==> config.mk <==
export PLATFORM = sky130hd
export DESIGN_NAME = next_prime_search_top
export DESIGN_NICKNAME = d
export VERILOG_FILES = /design/src/rtl/core/nps_pkg.sv /design/src/rtl/core/next_prime_search_top.sv /design/src/rtl/core/nps_rem_unit.sv /design/src/rtl/core/nps_dpath.sv /design/src/rtl/core/nps_ctrl.sv
export VERILOG_INCLUDE_DIRS = /design/src /design/src/rtl/core
export SDC_FILE = /design/constraint.sdc
export NUM_CORES = 1
export LEC_CHECK = 0
export BUFFER_PORTS_ARGS = -buffer_cell sky130_fd_sc_hd__buf_4
export CAP_MARGIN = 40
export CORE_AREA = 3 3 189 191
export CTS_BUF_LIST = sky130_fd_sc_hd__clkbuf_8
export DETAILED_ROUTE_END_ITERATION = 7
export DIE_AREA = 0 0 192 194
export PLACE_DENSITY = 0.72
export SYNTH_ARGS = -nofsm -noshare
export SYNTH_HDL_FRONTEND = slang
export SYNTH_SLANG_ARGS = --single-unit
==> constraint.sdc <==
create_clock -name clk_i -period 14.2 [get_ports clk_i]
set_input_delay 2.13 -clock clk_i [delete_from_list [all_inputs] [get_ports clk_i]]
set_output_delay 2.13 -clock clk_i [all_outputs]
set_load 0.05 [all_outputs]
==> src/rtl/core/next_prime_search_top_assert.svh <==
// Assertion macros for the next prime search block.
// Used by next_prime_search_top; expects clk_i and rst_ni in scope.
`ifndef NEXT_PRIME_SEARCH_TOP_ASSERT_SVH
`define NEXT_PRIME_SEARCH_TOP_ASSERT_SVH

// Same-cycle implication, checked out of reset
`define NPS_ASSERT_NOW(lbl, ante, cons, msg) \
  lbl: assert property (@(posedge clk_i) disable iff (!rst_ni) (ante) |-> (cons)) \
    else $error(msg);

// Next-cycle implication, checked out of reset
`define NPS_ASSERT_NEXT(lbl, ante, cons, msg) \
  lbl: assert property (@(posedge clk_i) disable iff (!rst_ni) (ante) |=> (cons)) \
    else $error(msg);

`endif

==> src/rtl/core/nps_pkg.sv <==
// Shared types and constants for the next prime search block.
// No dependencies; used by every module under rtl/core.
package nps_pkg;

  localparam int unsigned ValueW  = 31;  // start value and result width
  localparam int unsigned DivW    = 16;  // trial divisor width, covers sqrt(2^31) + 2
  localparam int unsigned SqW     = 2 * DivW;
  localparam int unsigned RemCntW = 5;   // counts the ValueW dividend bits

  localparam logic [ValueW-1:0]  FirstPrime  = ValueW'(2);
  localparam logic [DivW-1:0]    FirstOddDiv = DivW'(3);
  localparam logic [DivW-1:0]    DivStep     = DivW'(2);
  localparam logic [RemCntW-1:0] RemSteps    = RemCntW'(ValueW);

  typedef logic [ValueW-1:0] value_t;
  typedef logic [DivW-1:0]   divisor_t;

  typedef enum logic [2:0] {
    NpsIdle,
    NpsCheck,
    NpsBound,
    NpsDivide,
    NpsFound
  } nps_state_e;

  // Controller to datapath
  typedef struct packed {
    logic load_start;
    logic next_cand;
    logic init_div;
    logic step_div;
    logic start_rem;
    logic load_out;
  } nps_cmd_t;

  // Datapath to controller
  typedef struct packed {
    logic cand_lt2;
    logic cand_is2;
    logic cand_even;
    logic over_bound;
    logic rem_done;
    logic rem_zero;
  } nps_stat_t;

endpackage

==> src/rtl/core/next_prime_search_top.sv <==
// Channel  | Handshake                   | Payload
// input    | in_valid_i / in_stall_o     | in_start_value_i  (31 bit)
// output   | out_valid_o / out_stall_i   | out_prime_o       (31 bit)
//
// One item at a time. Per candidate: a check state, then per odd trial divisor
// a bound state plus one division in the bit-serial remainder unit; composites
// usually exit early. The remainder unit dominates the run time. Reset is
// asynchronous, active low; no clearing pass. A result waits in the output
// register while the next item is taken.
// Top level of the next prime search block; depends on nps_pkg, nps_ctrl, nps_dpath.
module next_prime_search_top (
  input  logic                   clk_i,
  input  logic                   rst_ni,
  input  logic                   in_valid_i,
  output logic                   in_stall_o,
  input  logic [30:0]            in_start_value_i,
  output logic                   out_valid_o,
  input  logic                   out_stall_i,
  output logic [30:0]            out_prime_o
);

  nps_pkg::nps_cmd_t  cmd;
  nps_pkg::nps_stat_t stat;

  nps_ctrl u_ctrl (
    .clk_i       (clk_i),
    .rst_ni      (rst_ni),
    .in_valid_i  (in_valid_i),
    .in_stall_o  (in_stall_o),
    .out_valid_o (out_valid_o),
    .out_stall_i (out_stall_i),
    .cmd_o       (cmd),
    .stat_i      (stat)
  );

  nps_dpath u_dpath (
    .clk_i         (clk_i),
    .rst_ni        (rst_ni),
    .cmd_i         (cmd),
    .stat_o        (stat),
    .start_value_i (in_start_value_i),
    .prime_o       (out_prime_o)
  );

`include "next_prime_search_top_assert.svh"

  // A taken item blocks the input until its search ends
  `NPS_ASSERT_NEXT(a_busy_accept, in_valid_i && !in_stall_o, in_stall_o, "input open")

  // A result is 2 or odd
  `NPS_ASSERT_NOW(a_result_odd, out_valid_o, out_prime_o == 31'd2 || out_prime_o[0], "even result")

  // A fresh division cannot report done on the next cycle
  `NPS_ASSERT_NEXT(a_rem_latency, cmd.start_rem, !stat.rem_done, "remainder done too early")

endmodule

==> src/rtl/core/nps_rem_unit.sv <==
// Bit-serial restoring remainder unit: dividend mod divisor, one bit per cycle.
// Depends on nps_pkg.
module nps_rem_unit (
  input  logic              clk_i,
  input  logic              rst_ni,
  input  logic              start_i,
  input  nps_pkg::value_t   dividend_i,
  input  nps_pkg::divisor_t divisor_i,
  output logic              done_o,
  output nps_pkg::divisor_t rem_o
);

  nps_pkg::value_t               dvd_q;
  nps_pkg::divisor_t             dsr_q;
  nps_pkg::divisor_t             rem_q;
  logic [nps_pkg::RemCntW-1:0]   cnt_q;
  logic                          busy_q;
  logic                          done_q;

  logic [nps_pkg::DivW:0] trial;
  logic [nps_pkg::DivW:0] diff;
  logic                   fits;

  // Shift next dividend bit into the partial remainder and try a subtract
  assign trial = {rem_q, dvd_q[nps_pkg::ValueW-1]};
  assign diff  = trial - {1'b0, dsr_q};
  assign fits  = trial >= {1'b0, dsr_q};

  // Control: busy flag, bit counter, done pulse
  always_ff @(posedge clk_i or negedge rst_ni) begin
    if (!rst_ni) begin
      busy_q <= 1'b0;
      done_q <= 1'b0;
      cnt_q  <= '0;
    end else begin
      done_q <= 1'b0;
      if (start_i) begin
        busy_q <= 1'b1;
        cnt_q  <= nps_pkg::RemSteps;
      end else if (busy_q) begin
        cnt_q <= cnt_q - 1'b1;
        if (cnt_q == nps_pkg::RemCntW'(1)) begin
          busy_q <= 1'b0;
          done_q <= 1'b1;
        end
      end
    end
  end

  // Operands and partial remainder
  always_ff @(posedge clk_i) begin
    if (start_i) begin
      dvd_q <= dividend_i;
      dsr_q <= divisor_i;
      rem_q <= '0;
    end else if (busy_q) begin
      dvd_q <= {dvd_q[nps_pkg::ValueW-2:0], 1'b0};
      rem_q <= fits ? diff[nps_pkg::DivW-1:0] : trial[nps_pkg::DivW-1:0];
    end
  end

  assign done_o = done_q;
  assign rem_o  = rem_q;

endmodule

==> src/rtl/core/nps_dpath.sv <==
// Datapath: candidate, trial divisor, bound check, remainder unit, result register.
// Depends on nps_pkg and nps_rem_unit.
module nps_dpath (
  input  logic               clk_i,
  input  logic               rst_ni,
  input  nps_pkg::nps_cmd_t  cmd_i,
  output nps_pkg::nps_stat_t stat_o,
  input  nps_pkg::value_t    start_value_i,
  output nps_pkg::value_t    prime_o
);

  nps_pkg::value_t   cand_q;
  nps_pkg::divisor_t div_q;
  nps_pkg::value_t   out_q;

  logic [nps_pkg::SqW-1:0] div_sq;
  logic                    rem_done;
  nps_pkg::divisor_t       rem;

  // Candidate register
  always_ff @(posedge clk_i) begin
    if (cmd_i.load_start) begin
      cand_q <= start_value_i;
    end else if (cmd_i.next_cand) begin
      cand_q <= cand_q + 1'b1;
    end
  end

  // Odd trial divisor
  always_ff @(posedge clk_i) begin
    if (cmd_i.init_div) begin
      div_q <= nps_pkg::FirstOddDiv;
    end else if (cmd_i.step_div) begin
      div_q <= div_q + nps_pkg::DivStep;
    end
  end

  // Result register
  always_ff @(posedge clk_i) begin
    if (cmd_i.load_out) begin
      out_q <= cand_q;
    end
  end

  // Search ends once d*d passes the candidate
  assign div_sq = nps_pkg::SqW'(div_q) * nps_pkg::SqW'(div_q);

  nps_rem_unit u_rem (
    .clk_i      (clk_i),
    .rst_ni     (rst_ni),
    .start_i    (cmd_i.start_rem),
    .dividend_i (cand_q),
    .divisor_i  (div_q),
    .done_o     (rem_done),
    .rem_o      (rem)
  );

  // Status back to the controller
  always_comb begin
    stat_o.cand_lt2   = cand_q < nps_pkg::FirstPrime;
    stat_o.cand_is2   = cand_q == nps_pkg::FirstPrime;
    stat_o.cand_even  = ~cand_q[0];
    stat_o.over_bound = div_sq > {1'b0, cand_q};
    stat_o.rem_done   = rem_done;
    stat_o.rem_zero   = rem == '0;
  end

  assign prime_o = out_q;

endmodule

==> src/rtl/core/nps_ctrl.sv <==
// Controller FSM: sequences candidate checks, trial divisions and result handoff.
// Depends on nps_pkg.
module nps_ctrl (
  input  logic               clk_i,
  input  logic               rst_ni,
  input  logic               in_valid_i,
  output logic               in_stall_o,
  output logic               out_valid_o,
  input  logic               out_stall_i,
  output nps_pkg::nps_cmd_t  cmd_o,
  input  nps_pkg::nps_stat_t stat_i
);

  nps_pkg::nps_state_e state_q, state_d;
  logic                out_valid_q, out_valid_d;

  // State and output-valid registers
  always_ff @(posedge clk_i or negedge rst_ni) begin
    if (!rst_ni) begin
      state_q     <= nps_pkg::NpsIdle;
      out_valid_q <= 1'b0;
    end else begin
      state_q     <= state_d;
      out_valid_q <= out_valid_d;
    end
  end

  // Next state and commands
  always_comb begin
    state_d    = state_q;
    cmd_o      = '0;
    in_stall_o = 1'b1;
    unique case (state_q)
      nps_pkg::NpsIdle: begin
        in_stall_o = 1'b0;
        if (in_valid_i) begin
          cmd_o.load_start = 1'b1;
          state_d          = nps_pkg::NpsCheck;
        end
      end
      nps_pkg::NpsCheck: begin
        // 0 and 1 skip ahead; 2 is prime; other evens are composite
        priority if (stat_i.cand_lt2) begin
          cmd_o.next_cand = 1'b1;
        end else if (stat_i.cand_is2) begin
          state_d = nps_pkg::NpsFound;
        end else if (stat_i.cand_even) begin
          cmd_o.next_cand = 1'b1;
        end else begin
          cmd_o.init_div = 1'b1;
          state_d        = nps_pkg::NpsBound;
        end
      end
      nps_pkg::NpsBound: begin
        if (stat_i.over_bound) begin
          state_d = nps_pkg::NpsFound;
        end else begin
          cmd_o.start_rem = 1'b1;
          state_d         = nps_pkg::NpsDivide;
        end
      end
      nps_pkg::NpsDivide: begin
        if (stat_i.rem_done) begin
          if (stat_i.rem_zero) begin
            cmd_o.next_cand = 1'b1;
            state_d         = nps_pkg::NpsCheck;
          end else begin
            cmd_o.step_div = 1'b1;
            state_d        = nps_pkg::NpsBound;
          end
        end
      end
      nps_pkg::NpsFound: begin
        // Hand off once the result register is free
        if (!out_valid_q || !out_stall_i) begin
          cmd_o.load_out = 1'b1;
          state_d        = nps_pkg::NpsIdle;
        end
      end
      default: begin
        state_d = nps_pkg::NpsIdle;
      end
    endcase
  end

  // Result valid: set on load, cleared when taken
  always_comb begin
    priority if (cmd_o.load_out) begin
      out_valid_d = 1'b1;
    end else if (!out_stall_i) begin
      out_valid_d = 1'b0;
    end else begin
      out_valid_d = out_valid_q;
    end
  end

  assign out_valid_o = out_valid_q;

endmodule

==> results.md <==
* Wire length on met1 at 15.05 mm
* Core ar. at 0.03429 sq mm
* Ant diodes at 0
* Antenna Violating Nets Remaining at 0
* Slew HR at 43.65%
* Vias per cell at 5.317
* Max Cap Viol at 0
* CTS resizes at 0
* Number of global-route vias before repair at 11.53k
* Mux contribution to synthesized area at 3.268%
* Fin. Hold Viols at 0
* CTS Root Cell: clkbuf_8
* Peak supply drop at 0.09706 mV
* Max Clk Rate at 0.09323 GHz
* Nets at 1974
* Hold Path End: u_dpath.u_rem.rem_o[3]
* FF-to-FF setup slack at 3470 ps
* # fillers at 3129
* First-pass GRT wire length at 58.41 mm
* Initial antenna violation count at 0
* Status: complete, no violations
* Crit. Startpoint: u_dpath.div_q[10]
* Multi-input logic area at 0.009879 sq mm
* Crit Path Max Fanout at 50
* Hold Path Depth at 2
* Synthesis-stage register bit count at 150
* Crit path largest cell delay at 740 ps
* Post-CTS setup buffer count at 0
* Launch point of the worst reg-to-reg path: u_dpath.div_q[10]
* TritonRoute pass-1 iters at 5
* Register area share after synthesis at 26.96%
* Number of top-level pins at 68
* WP data required at 14430 ps
* Setup Viol. Count Final at 0
* Clk pin slew, worst setup/hold paths at 100 ps
* Met3 wire len at 1.965 mm
* WP data arrival at 10950 ps
* Die area at 0.03725 sq mm
* Die Ht at 194 microns
* Slew Viols, Final at 0
* Leakage at 8.162 nW
* Worst R2R Path Depth at 30
* Critical path type: flop to flop
* CP delay by family, top: adder cells
* Die Span X at 192 microns
* Min Tclk post-route at 10730 ps
* Worst clock skew at 27.11 ps
* Bufs and invs on worst path at 6
* Synth Flop Type: edfxtp_1
* Dominant combinational cell family by area after synthesis: adder cells
* Worst Max-Slew Pin Slew at 844.1 ps
* Met2 wire length at 17.93 mm
* Async SR Flop Fraction at 7.333%
* R2r endpoint: u_dpath.u_rem.dvd_q[15]
* Tot GR Track Use at 19.65%
* Critical path's slowest cell: dfxtp_1
* Post-Synth Adder-Cell Area at 34.25%
* Routability cong. at 0.9012
* DRT Wirelength at 35.50 mm
* Worst setup EP type: flop
* Layout Area Growth over Synthesis at 9.161%
* Startpoint types: flop
* Largest net degree at the start of global routing at 64
* Fin crit share at 75.54%
* Cell Area, Synth at 0.01535 sq mm
* Layout cell share with drive strength beyond 1 at 10.36%
* First DRT Iteration DRCs at 812
* Longest Clk Path Bufs at 2
* Hold_buf cts at 0
* Initial Util at 44.77%
* CTS Buf Count at 17
* Reg area at 0.004139 sq mm
* Hpwl dp at 28.27 mm
* Synthesis Warnings at 0
* H-tree level count at 4
* Drt drc at 0
* Gate Count Post-Synth at 1563
* Vias post-DR at 11.09k
* Xor/xnor share of the synthesized area at 5.705%
* Setup TNS at 0 ps
* Min-Delay Path Class: flop to flop
* Number of port buffers at 67
* Wire length per cell at 17.02 microns
* Max layer used: met4
* CTS tree: yes
* Syn Area/Cell at 9.822 sq um
* Distinct cell type count after synthesis at 71
* Pwr dens at 121.3 mW/mm^2
* Grt total ovfl at 0
* Synth Area in Compound Gates at 9.315%
* Critical path depth in cells at 30
* Simple logic cell fraction of the synthesized area at 11.63%
* Mapped Nets at 1919
* RSZ-0062 raised after global routing: no
* HP Start: u_dpath.u_rem.rem_o[3]
* Rows at 68
* Clock latency on the worst-skew pair at 480 ps
* Hold Slack at 531.3 ps
* Worst path most repeated cell: fa_1
* Clock sinks at 150
* Number of synthesized flops with an enable pin at 108
## state kept, by name, summed over array words and instances (netlist names)
| signal | cells |
|---|---|
| u_dpath.u_rem.dvd_q | 31 |
| u_dpath.prime_o | 31 |
| u_ctrl.out_valid_o | 1 |
| u_dpath.u_rem.cnt_q | 5 |
| u_dpath.u_rem.done_o | 1 |
| u_ctrl.state_q | 3 |
| u_dpath.u_rem.rem_o | 16 |
| u_dpath.div_q | 15 |
| u_dpath.u_rem.busy_q | 1 |
| u_dpath.u_rem.dsr_q | 15 |
| u_dpath.cand_q | 31 |
## cells by family after synthesis
kind of cell    Yosys count
buf+inv                 355
mux                      45
xor+xnor                100
compound gates          215
flops                   150
fa+ha+maj               322
simple gates            376
## per-layer routing
| metal | global-route usage, % | up-vias |
|---|---|---|
| met3 | 2.784 | 45 |
| met4 | 4.749 | 0 |
| met2 | 33.18 | 293 |
| li1 | - | 5230 |
| met1 | 26.76 | 5523 |
| met5 | 0 | - |
## worst min-delay path: stages (launching register included)
cell      delay [ps]
dfxtp_1          350
nor2_1            90
a211oi_1          50
## Yosys cell counts, types with 3 or more instances
cell type    n  area share [%]
a211o_1      5            0.29
inv_1      308             7.5
o221ai_1     3            0.17
and3_1       8            0.33
buf_2        3           0.098
nand4_1     17            0.69
nand2_1    131             3.2
xnor2_1     81             4.6
nand3_1     21            0.68
a21o_1      22             1.1
and4_1       3            0.17
o211ai_1     5            0.24
nor3_1      17            0.55
nor2_1      93             2.3
fa_1       164              21
mux2i_1     13            0.85
or3_1        6            0.24
o21a_1       8            0.39
a21oi_1     47             1.5
xor2_1      19             1.1
nor2b_1      5            0.20
a31oi_1      5            0.20
clkbuf_1    34            0.83
buf_4        3            0.15
ha_1       157              13
o21ai_0     62             2.0
o21bai_1    10            0.49
or2_2        7            0.29
edfxtp_1   108              21
nor4_1      18            0.73
a211oi_1    22             1.1
and2_1      28             1.1
nand2b_1    14            0.57
o2111ai_1    3            0.17
mux2_4       3            0.29
mux2_2      29             2.1
dfxtp_1     31             4.0
dfrtp_1     11             1.8
## cell usage in the layout, fill, tap and decap left out, types with 6 or more instances in the layout
cell type / instances
inv_1: 308
fa_1: 164
ha_1: 157
nand2_1: 131
edfxtp_1: 108
nor2_1: 92
xnor2_1: 81
buf_4: 76
o21ai_0: 61
a21oi_1: 46
dfxtp_1: 31
mux2_2: 29
and2_1: 28
a211oi_1: 22
a21o_1: 22
nand3_1: 21
xor2_1: 19
nor4_1: 18
nand4_1: 17
nor3_1: 17
clkbuf_8: 17
nand2b_1: 14
mux2i_1: 13
dfrtp_1: 11
o21bai_1: 10
and3_1: 8
o21a_1: 8
or2_2: 7
or3_1: 6
## metrics by stage
stage          cells  utilization [%]  worst slack (ps)  power [mW]  cell area [sq um]
2_1_floorplan   1563                -              5317       1.473              15350
3_3_place_gp    2051            47.62              3810       1.667              16330
3_5_place_dp    2054            47.73              3683       1.697              16360
4_1_cts         2086            48.88              3592       2.033              16760
5_1_grt         2086            48.88              2802       2.178              16760
6_report        2086            48.88              3474       2.033              16760
## final cells by class
| cell class | instances | share of cell area [%] |
|---|---|---|
| Inverter | 312 | 6.988 |
| Tap cell | 455 | 3.397 |
| Sequential cell | 150 | 24.70 |
| Clock inverter | 15 | 0.9557 |
| Clock buffer | 17 | 1.396 |
| Multi-Input combinational cell | 1058 | 58.95 |
| Timing Repair Buffer | 79 | 3.614 |
## power breakdown
group | leakage [nW] | internal, mW | switching [mW]
Combinational | 6.53 | 0.398 | 0.476
Sequential | 1.43 | 0.674 | 0.153
Clock | 0.202 | 0.133 | 0.200
## worst max-delay path by stage
| stage | to |
|---|---|
| final | u_dpath.u_rem.dvd_q[15] |
| after global routing | u_dpath.u_rem.dvd_q[11] |
| after CTS | u_dpath.u_rem.dvd_q[11] |
| after detailed placement | u_dpath.u_rem.dvd_q[15] |
| after global placement | u_dpath.u_rem.dvd_q[16] |
| after floorplan | u_dpath.u_rem.dvd_q[0] |
Power figures use the tool's default switching activity.
